File: config.mk
export PLATFORM = sky130hd
export DESIGN_NAME = sntp_time_source_qualifier_core
export DESIGN_NICKNAME = d
export VERILOG_FILES = /design/src/rtl/sntp_tsq_pkg.sv /design/src/rtl/sntp_time_source_qualifier_core.sv
export SDC_FILE = /design/constraint.sdc
export NUM_CORES = 1
export LEC_CHECK = 0
export ABC_CLOCK_PERIOD_IN_PS = 10500
export BUFFER_PORTS_ARGS = -buffer_cell sky130_fd_sc_hd__buf_2
export CORE_AREA = 8 8 199 201
export CTS_CLUSTER_DIAMETER = 40
export DETAILED_ROUTE_END_ITERATION = 7
export DIE_AREA = 0 0 207 209
export SLEW_MARGIN = 0
export SYNTH_ARGS = -nofsm -noshare
export SYNTH_HDL_FRONTEND = slang
export SYNTH_SLANG_ARGS = --single-unit
File: constraint.sdc
create_clock -name clk -period 10.5 [get_ports clk]
set_clock_uncertainty 0.1 [all_clocks]
set_input_delay 2.625 -clock clk [delete_from_list [all_inputs] [get_ports clk]]
set_output_delay 2.625 -clock clk [all_outputs]
set_load 0.005 [all_outputs]
File: src/rtl/sntp_tsq_pkg.sv
// Shared types and constants of the SNTP time source qualifier.
package sntp_tsq_pkg;

  // Seconds from 1900-01-01 to 1970-01-01
  localparam logic [31:0] NTP_UNIX_OFFSET = 32'd2208988800;
  // Mode field value of a server reply
  localparam logic [2:0]  MODE_SERVER     = 3'd4;

  // Configuration register reset values
  localparam logic [7:0] POLL_INTERVAL_RST    = 8'd20;
  localparam logic [7:0] DIFF_THRESHOLD_RST   = 8'd2;
  localparam logic [7:0] STABLE_THRESHOLD_RST = 8'd5;
  localparam logic [8:0] VALID_HOLD_RST       = 9'd40;

  // Item kind carried on tuser
  typedef enum logic {
    OP_TICK  = 1'b0,
    OP_REPLY = 1'b1
  } op_t;

  // Configuration register indexes
  typedef enum logic [1:0] {
    REG_POLL_INTERVAL    = 2'd0,
    REG_DIFF_THRESHOLD   = 2'd1,
    REG_STABLE_THRESHOLD = 2'd2,
    REG_VALID_HOLD       = 2'd3
  } cfg_reg_t;

  // Input tdata layout, lowest field last
  typedef struct packed {
    logic [3:0]  pad;
    logic [31:0] local_seconds;
    logic [31:0] server_seconds;
    logic [2:0]  reply_mode;
    logic        allowed;
  } in_item_t;

  // Output tdata layout, lowest field last
  typedef struct packed {
    logic [3:0]  pad;
    logic        source_valid;
    logic        reply_accepted;
    logic [31:0] new_seconds;
    logic        set_time;
    logic        send_request;
  } out_item_t;

endpackage

File: src/rtl/sntp_time_source_qualifier_core.sv
// Top level of the SNTP time source qualifier: tick/reply decision logic.
//
// Usage
//   Input stream (in_*): one item per request. in_tuser is the kind
//   (0 one-second tick, 1 server reply); in_tdata carries the flag that
//   SNTP may act, the reply mode, the server seconds since 1900 and the
//   local Unix seconds.
//   Output stream (out_*): exactly one result per input item, in order:
//   send request pulse, set-time flag with the Unix seconds to load, reply
//   accepted flag and the source-valid status after the item.
//   Configuration port (cfg_*): always ready; writes poll interval, offset
//   threshold, stable threshold and validity hold by index. Write only
//   while the block is idle.
// Timing
//   The result is registered and appears on out_* in the cycle after the input
//   is accepted. One item per cycle is sustained while the receiver takes results:
//   the decision is a single compare and subtract pass feeding the output register.
// Reset and stall
//   rst_n clears the counters and loads the default register values. When
//   the receiver stalls, the result holds in the output register and
//   in_tready drops until it is taken; nothing is lost.
module sntp_time_source_qualifier_core (
  input  logic        clk,
  input  logic        rst_n,
  // input stream
  input  logic        in_tvalid,
  output logic        in_tready,
  input  logic [71:0] in_tdata,   // allowed, reply_mode[2:0], server_seconds[31:0],
                                  // local_seconds[31:0], zero pad[3:0]
  input  logic        in_tuser,   // op
  // result stream
  output logic        out_tvalid,
  input  logic        out_tready,
  output logic [39:0] out_tdata,  // send_request, set_time, new_seconds[31:0],
                                  // reply_accepted, source_valid, zero pad[3:0]
  // configuration write channel
  input  logic        cfg_valid,
  output logic        cfg_ready,
  input  logic [1:0]  cfg_index,
  input  logic [8:0]  cfg_data
);

  // configuration registers
  logic [7:0] poll_interval_r;
  logic [7:0] diff_threshold_r;
  logic [7:0] stable_threshold_r;
  logic [8:0] valid_hold_r;

  // state
  logic [7:0] poll_count_r,   poll_count_nxt;
  logic [8:0] valid_count_r,  valid_count_nxt;
  logic [7:0] stable_count_r, stable_count_nxt;

  // output register
  logic                   out_valid_r;
  sntp_tsq_pkg::out_item_t out_item_r, out_item_nxt;

  sntp_tsq_pkg::in_item_t in_item;
  sntp_tsq_pkg::op_t      in_op;
  logic                   in_fire;
  logic                   reply_ok;
  logic [31:0]            srv_unix;
  logic [31:0]            diff;
  logic [7:0]             poll_inc;
  logic [7:0]             stable_inc;
  logic                   send_c;
  logic                   set_c;

  assign in_item   = sntp_tsq_pkg::in_item_t'(in_tdata);
  assign in_op     = sntp_tsq_pkg::op_t'(in_tuser);
  assign in_tready = !out_valid_r || out_tready;
  assign in_fire   = in_tvalid && in_tready;
  assign cfg_ready = 1'b1;

  // configuration writes
  always_ff @(posedge clk) begin
    if (!rst_n) begin
      poll_interval_r    <= sntp_tsq_pkg::POLL_INTERVAL_RST;
      diff_threshold_r   <= sntp_tsq_pkg::DIFF_THRESHOLD_RST;
      stable_threshold_r <= sntp_tsq_pkg::STABLE_THRESHOLD_RST;
      valid_hold_r       <= sntp_tsq_pkg::VALID_HOLD_RST;
    end else if (cfg_valid && cfg_ready) begin
      case (sntp_tsq_pkg::cfg_reg_t'(cfg_index))
        sntp_tsq_pkg::REG_POLL_INTERVAL:    poll_interval_r    <= cfg_data[7:0];
        sntp_tsq_pkg::REG_DIFF_THRESHOLD:   diff_threshold_r   <= cfg_data[7:0];
        sntp_tsq_pkg::REG_STABLE_THRESHOLD: stable_threshold_r <= cfg_data[7:0];
        sntp_tsq_pkg::REG_VALID_HOLD:       valid_hold_r       <= cfg_data;
        default: ;
      endcase
    end
  end

  // reply qualification and offset against local time
  assign reply_ok = in_item.allowed && (in_item.reply_mode == sntp_tsq_pkg::MODE_SERVER)
                    && (in_item.server_seconds > sntp_tsq_pkg::NTP_UNIX_OFFSET);
  assign srv_unix = in_item.server_seconds - sntp_tsq_pkg::NTP_UNIX_OFFSET;
  assign diff     = (srv_unix > in_item.local_seconds) ?
                    (srv_unix - in_item.local_seconds) :
                    (in_item.local_seconds - srv_unix);
  assign poll_inc   = poll_count_r + 8'd1;
  assign stable_inc = stable_count_r + 8'd1;

  // next state and result for the item at the input
  always_comb begin
    poll_count_nxt   = poll_count_r;
    valid_count_nxt  = valid_count_r;
    stable_count_nxt = stable_count_r;
    send_c           = 1'b0;
    set_c            = 1'b0;
    case (in_op)
      sntp_tsq_pkg::OP_TICK: begin
        if (!in_item.allowed) begin
          poll_count_nxt = 8'd0;
        end else begin
          if (valid_count_r != 9'd0) valid_count_nxt = valid_count_r - 9'd1;
          if (poll_inc >= poll_interval_r) begin
            poll_count_nxt = 8'd0;
            send_c         = 1'b1;
          end else begin
            poll_count_nxt = poll_inc;
          end
        end
      end
      sntp_tsq_pkg::OP_REPLY: begin
        if (reply_ok) begin
          if (diff <= {24'd0, diff_threshold_r}) begin
            set_c            = 1'b1;
            stable_count_nxt = 8'd0;
          end else if (stable_inc >= stable_threshold_r) begin
            set_c            = 1'b1;
            stable_count_nxt = 8'd0;
          end else begin
            stable_count_nxt = stable_inc;
          end
          valid_count_nxt = valid_hold_r;
        end
      end
      default: ;
    endcase
    out_item_nxt                = '0;
    out_item_nxt.send_request   = send_c;
    out_item_nxt.set_time       = set_c;
    out_item_nxt.new_seconds    = set_c ? srv_unix : 32'd0;
    out_item_nxt.reply_accepted = (in_op == sntp_tsq_pkg::OP_REPLY) && reply_ok;
    out_item_nxt.source_valid   = (valid_count_nxt != 9'd0);
  end

  // state registers
  always_ff @(posedge clk) begin
    if (!rst_n) begin
      poll_count_r   <= 8'd0;
      valid_count_r  <= 9'd0;
      stable_count_r <= 8'd0;
    end else if (in_fire) begin
      poll_count_r   <= poll_count_nxt;
      valid_count_r  <= valid_count_nxt;
      stable_count_r <= stable_count_nxt;
    end
  end

  // output register
  always_ff @(posedge clk) begin
    if (!rst_n) begin
      out_valid_r <= 1'b0;
    end else if (in_fire) begin
      out_valid_r <= 1'b1;
    end else if (out_tready) begin
      out_valid_r <= 1'b0;
    end
  end

  always_ff @(posedge clk) begin
    if (in_fire) begin
      out_item_r <= out_item_nxt;
    end
  end

  assign out_tvalid = out_valid_r;
  assign out_tdata  = out_item_r;

  // an accepted reply reloads the validity countdown
  a_reload: assert property (@(posedge clk) disable iff (!rst_n)
    in_fire && out_item_nxt.reply_accepted |=> valid_count_r == $past(valid_hold_r))
    else $error("validity countdown not reloaded by accepted reply");

  // setting the time restarts the large-offset run
  a_stable_clr: assert property (@(posedge clk) disable iff (!rst_n)
    in_fire && set_c |=> stable_count_r == 8'd0)
    else $error("stable count not cleared on time set");

  // a result never carries both a send request and a time set
  a_exclusive: assert property (@(posedge clk) disable iff (!rst_n)
    out_valid_r |-> !(out_item_r.send_request && out_item_r.set_time))
    else $error("send request and set time in one result");

  // new seconds are zero unless the time is set
  a_secs_zero: assert property (@(posedge clk) disable iff (!rst_n)
    out_valid_r && !out_item_r.set_time |-> out_item_r.new_seconds == 32'd0)
    else $error("new seconds without set time");

  // a stalled result is never overwritten by a new item
  a_no_overrun: assert property (@(posedge clk) disable iff (!rst_n)
    out_valid_r && !out_tready |-> !in_fire)
    else $error("input accepted over a stalled result");

endmodule
## Yosys cells after proc, flatten, opt, wreduce, memory -nomap -nowiden

Index checks and enable logic that the tools add are counted.

| operators by class | value |
|---|---|
| add/sub/neg operators | 6 |
| multipliers | 0 |
| div/mod/pow operators | 0 |
| $lt $le $gt $ge | 5 |
| equality and inequality tests | 4 |
| shift operators | 0 |
| multiplexer cells | 16 |
| bitwise operators | 2 |
| reduce and logical (&&, ||, !) cells | 17 |

Operators with widths:

| kind | count |
|---|---|
| subtractor 32 bit | 2 |
| > comparator 32 bit | 1 |
| > comparator 32 bit (second input constant) | 1 |
| <= comparator 32 x 8 -> 1 bit | 1 |
| two-way mux 32 bit | 1 |
| two-way mux 8 bit | 4 |
| subtractor 32 bit (second input constant) | 1 |
| two-way mux 9 bit | 3 |
| case mux 9 bit (2 select lines) | 1 |
| nonzero test 9 bit | 2 |
| adder 8 x 1 -> 8 bit (second input constant) | 2 |
| greater-or-equal comparator 8 bit | 2 |
| AND reduction 2 bit | 5 |
| subtractor 9 x 1 -> 9 bit (second input constant) | 1 |
| two-way mux 1 bit | 7 |
| == test 2 bit (second input constant) | 2 |
| logical AND 1 bit | 4 |
| == test 3 bit (second input constant) | 1 |
| AND reduction 3 bit | 1 |
| == test 2 x 1 -> 1 bit (second input constant) | 1 |
| zero test 2 bit | 1 |
| inverter 1 bit | 2 |
| nonzero test 2 bit | 1 |
| OR reduction 2 bit | 1 |
| 2 further kinds | 2 |

| storage, ports and cells | value |
|---|---|
| register bits after elaboration | 95 |
| latch bits | 0 |
| memory bits (writable) | 0 |
| bits in read-only memories | 0 |
| bits of input ports | 89 |
| output and inout port bits | 43 |
| word-level logic and storage cells | 63 |
| memories | 0 |

## Longest topological paths before layout

| logic depth | value |
|---|---|
| word-level depth | 7 |
| depth in mapped cells | 38 |
| mapped depth without buffers | 34 |

## Least setup slack after synthesis

Ideal clock, no wire load.

| path | value |
|---|---|
| path type | input to register |
| start point | input in_tdata[12] |
| end point | register out_item_r, in the netlist out_tdata[25] (data pin) |
| setup time | 0.135 ns |
| arrival time | 9.009 ns |
| required time | 10.265 ns |
| path slack | 1.256 ns |
| stages on the path | 37 |
| path buffers | 5 |
| cells stage by stage | o2111ai_1 o21ai_1 a21oi_1 nor2_1 o21a_1 o21bai_1 nand2_1 or3_1 xor2_1 inv_1 ha_1 clkbuf_1 nand2_1 o21ai_0 a211o_1 o21ai_1 a31o_1 buf_6 buf_8 clkbuf_1 nand2_1 nand3_1 a221oi_1 o221ai_1 xor2_1 ha_1 nand4_1 or2_2 o21ai_0 nand4_1 nor4_1 a31oi_1 nor4_2 nand4_2 a21o_4 buf_12 nor2_4 |

| between the ends | value |
|---|---|
| cells in the longest elaborated chain, start to end | 7 |
| elaborated cells on any way between the ends | 11 |
| those cells by class | 3 x add/sub; 3 x order compare; 4 x mux; 1 x reduce/logical |

Ends and longest elaborated chain:

| item | RTL line | source |
|---|---|---|
| from (decl) | sntp_time_source_qualifier_core.sv:28 | `input logic [71:0] in_tdata,` |
| subtractor 32 bit * | sntp_time_source_qualifier_core.sv:96 | `assign srv_unix = in_item.server_seconds - sntp_tsq_pkg::NTP_UNIX_OFFSET;` |
| via srv_unix[30] | sntp_time_source_qualifier_core.sv:62 | `logic [31:0] srv_unix;` |
| subtractor 32 bit, or another cell as far along | sntp_time_source_qualifier_core.sv:99 | `(in_item.local_seconds - srv_unix);` |
| two-way mux 32 bit * | sntp_time_source_qualifier_core.sv:97 | `assign diff = (srv_unix > in_item.local_seconds) ?` |
| <= comparator 32 x 8 -> 1 bit * | sntp_time_source_qualifier_core.sv:126 | `if (diff <= {24'd0, diff_threshold_r}) begin` |
| two-way mux 1 bit * | sntp_time_source_qualifier_core.sv:126 |  |
| two-way mux 1 bit * | sntp_time_source_qualifier_core.sv:125 | `if (reply_ok) begin` |
| two-way mux 1 bit * | sntp_time_source_qualifier_core.sv:110 | `case (in_op)` |
| to (signal assigned) | sntp_time_source_qualifier_core.sv:174 | `out_item_r <= out_item_nxt;` |
| to (decl) | sntp_time_source_qualifier_core.sv:56 | `sntp_tsq_pkg::out_item_t out_item_r, out_item_nxt;` |

The timed path passes the listed nets; every way through them passes the cells marked *.
A chain may end at the register's enable or synchronous reset.

## Worst setup path in the final report

| path | value |
|---|---|
| start point | input in_tdata[11] |
| end point | register stable_count_r[7] |

| between the ends | value |
|---|---|
| cells in the longest elaborated chain, start to end | 5 |
| elaborated cells on any way between the ends | 10 |
| those cells by class | 3 x add/sub; 3 x order compare; 2 x mux; 2 x reduce/logical |

Ends and longest elaborated chain:

| item | RTL line | source |
|---|---|---|
| subtractor 32 bit * | sntp_time_source_qualifier_core.sv:96 |  |
| via srv_unix[7] | sntp_time_source_qualifier_core.sv:62 |  |
| subtractor 32 bit, or another cell as far along | sntp_time_source_qualifier_core.sv:99 |  |
| two-way mux 32 bit * | sntp_time_source_qualifier_core.sv:97 |  |
| <= comparator 32 x 8 -> 1 bit * | sntp_time_source_qualifier_core.sv:126 |  |
| two-way mux 8 bit * | sntp_time_source_qualifier_core.sv:126 |  |
| to (signal assigned) | sntp_time_source_qualifier_core.sv:157 | `stable_count_r <= stable_count_nxt;` |
| to (decl) | sntp_time_source_qualifier_core.sv:52 | `logic [7:0] stable_count_r, stable_count_nxt;` |

Marked as above.

==> metrics.csv <==
stage,metric,value,unit
timing,Slew HR,0.2518,
setup_path,most frequent CP cell,buf_4,
yosys,adder-cell share of the synthesized area,0.1307,
timing,TNS Setup,0,ns
yosys,Post-synth EDFFs,36,
setup_path,worst reg2reg path depth,13,
drt,post-DR wirelength/cell,16.50,um
cts,"Clk Latency, worst-skew pair",0.37,ns
setup_path,startpoint types,primary input,
setup_path,critical path's top delay family,compound AO/OA/AOI/OAI gates,
finish,synth-to-layout area growth,16.07,%
power,peak supply drop,0.00008138,V
finish,nets@finish,1418,
cts,# H-tree levels,3,
die,Die ar.,0.04326,sq mm
die,height of the die,209,um
timing,worst slew pin tran,1.122,ns
drt,vias per cell,4.818,
power,pwr/cell area,118.1,mW/mm^2
setup_path,nature of the critical path endpoint,flop,
cts,TritonCTS clock tree,built,
yosys,synth unique cells,73,
cts,buffer levels on the longest clock path,2,
yosys,part of the Yosys area used for sequential elements,0.2508,
worst_hold_path,Worst Hold Class,reg2reg,
drt,iteration count of the initial detailed-routing pass,5,
setup_path,"Slowest-stage cell, CP",ha_1,
yosys,yosys synthesis warning count,0,
global_route,initial antenna violation count,3,
yosys,Synth async-reset ratio,0,
setup_path,Crit Path Max Fanout,10,
outcome,status,finished clean,
placement,hpwl dp,23.21,mm
yosys,Post-Synth XOR/XNOR Area,0.06699,
timing,FMAX,103.0,MHz
run,maxcap violations,0,
yosys,"Primary FF master, synth",dfxtp_1,
timing,final setup fails,0,
worst_hold_path,hold depth,2,
global_route,Top Usage Layer GRT,met2,
power,total power,1.236,mW
placement,dpl ws,0.4568,ns
global_route,GRT Util Overall,0.1261,
global_route,first-pass GRT wire length,44.03,mm
die,die width,207,um
timing,unrepaired setup endpoints after global routing,no,
drt,Detail Route Antenna Nets,0,
finish,Ant. Diodes,0,
yosys,syn_area_per_cell,8.033,sq um
cts,clock buffer count from CTS,9,
finish,final non-filler cell total,1709,
global_route,vias in the first global route,8109,
setup_path,Worst path depth,36,
drt,vias,8234,
yosys,multiplexer share of the synthesized area,0.02497,
global_route,met2 Use GR,0.2094,
placement,# placed instances,1693,
yosys,Synth Register Bits,95,
setup_path,CP peak stage delay,0.40,ns
finish,"Core Util, Final",0.2888,
cts,hold_buf cts,0,
timing,Final Hold Viols,0,
placement,RePlAce Congestion,0.9221,
die,I/O pins,132,
setup_path,Critical Path AT,9.87,ns
yosys,post-synthesis compound-gate area fraction,0.2121,
finish,share of cells above drive strength 1,0.1805,
yosys,largest family of logic cells by synthesized area,simple AND/OR/NAND/NOR gates,
global_route,met1 GRT Util,0.1618,
cts,clock-pin slew on the worst setup and hold paths,0.08,ns
timing,"Worst Setup Slack, final",0.7869,ns
global_route,pin count of the biggest net entering global routing,61,
drt,Remaining DRCs,0,
drt,DRT iter0 DRCs,506,
cts,CTS resizes,0,
die,# rows,70,
timing,post-route minimum period,9.713,ns
global_route,total grt overflow,0,
yosys,Simple-Gate Fraction of Synth Area,0.2322,
placement,I/O Buffers,122,
setup_path,CP Data Required Time,10.66,ns
cts,clk root buf,clkbuf_16,
cts,setup bufs post-CTS,0,
yosys,Synth Cell Area,0.009021,sq mm
yosys,cells after synthesis,1123,
setup_path,critical path type,in2reg,
power,Leak,4.564,nW
timing,max-slew violations,0,
setup_path,CP bufs+invs,7,
drt,drt total wl,28.19,mm
cts,clock sink total,95,
global_route,Global Route met3 Usage,0.03262,
yosys,proportion of netlist area held by the largest area contributor,0.1309,
timing,fin crit share,0.9251,
die,CORE AREA,0.03626,sq mm
die,Initial Util,0.2488,
yosys,leading area contributor after synthesis,dfxtp_1,
yosys,largest cells by area after synthesis,"dfxtp_1 (13%), ha_1 (13%), edfxtp_1 (12%)",
-- Yosys cell counts (8+ instances only) --
library cell	instances
nand2_1	107
inv_1	106
a21oi_1	99
ha_1	91
nor2_1	76
o21ai_0	63
dfxtp_1	59
edfxtp_1	36
xnor2_1	36
xor2_1	33
nand3_1	31
nor2_4	29
nor2b_1	26
nand4_1	24
mux2i_1	21
buf_2	18
a21o_1	17
clkbuf_1	17
nand2b_1	17
a21boi_0	16
and2_1	13
o21bai_1	12
a211oi_1	11
a31oi_1	10
a32o_1	9
nor3_1	9
nor4_1	9
o211ai_1	9
buf_4	8
-- flip-flops by register name, summed over array words and instances, names as in the netlist, 8 cells and up --
| name | count |
|---|---|
| poll_interval_r | 8 |
| valid_count_r | 9 |
| poll_count_r | 8 |
| diff_threshold_r | 8 |
| stable_threshold_r | 8 |
| valid_hold_r | 9 |
| out_tdata | 36 |
| stable_count_r | 8 |
-- worst reg2reg max path, delay by kind of cell, from the launching register on --
kind | cells | cell delay, ns
fa+ha+maj | 1 | 0.23
buf+inv | 1 | 0.08
flops | 1 | 0.40
compound gates | 3 | 0.29
simple gates | 8 | 2.06
-- report_power, final --
part / switching (mW) / leakage (nW) / internal (mW)
Clock: 0.172 / 0.148 / 0.173
Sequential: 0.00631 / 0.844 / 0.396
Combinational: 0.299 / 3.57 / 0.190
Total: 0.477 / 4.56 / 0.759
-- cell usage in the layout (no fill, tap or decap), types with 17 or more instances in the layout --
cell type,count
buf_2,122
nand2_1,107
inv_1,105
a21oi_1,99
ha_1,91
nor2_1,76
o21ai_0,63
dfxtp_1,59
xnor2_1,36
edfxtp_1,36
xor2_1,33
nand3_1,31
nor2_4,29
nor2b_1,26
buf_4,26
nand4_1,24
mux2i_1,21
nand2b_1,17
a21o_1,17
-- metrics by stage --
stage | hold slack [ns] | instance area (sq um)
2_1_floorplan | 0.3403 | 9032
3_3_place_gp | 0.3582 | 10170
3_5_place_dp | 0.3631 | 10170
4_1_cts | 0.3738 | 10470
5_1_grt | 0.4000 | 10470
6_report | 0.3723 | 10470
-- metal layers --
layer  wire length, um  vias up
li1                  -     4137
met1             13160     3830
met2             12920      227
met3              1683       34
met4               394        6
met5                33        -
-- path summary, 6_finish.rpt --
check / to / start / slack, ns
max: stable_count_r[7] / in_tdata[11] / 0.79
min: stable_threshold_r[1] / stable_threshold_r[1] / 0.37
max reg2reg: out_tdata[35] / valid_count_r[0] / 7.07
min reg2reg: stable_threshold_r[1] / stable_threshold_r[1] / 0.37
-- cell families (layout without fill, tap and decap cells) --
group | after synthesis | after routing
compound gates | 301 | 301
mux | 22 | 22
simple gates | 381 | 381
flops | 95 | 95
other cells | 2 | 5
xor+xnor | 69 | 69
fa+ha+maj | 93 | 93
buf+inv | 160 | 275
-- area by class of cell --
type | instances | area (sq um)
clock inverter | 6 | 62.56
sequential | 95 | 2262
timing repair buffer | 152 | 885.9
clock buffer | 10 | 239.0
fill | 3946 | 25790
multi-input combinational | 871 | 6035
inverter | 107 | 401.6
tap | 468 | 585.6
(Power assumes the default switching activity.)
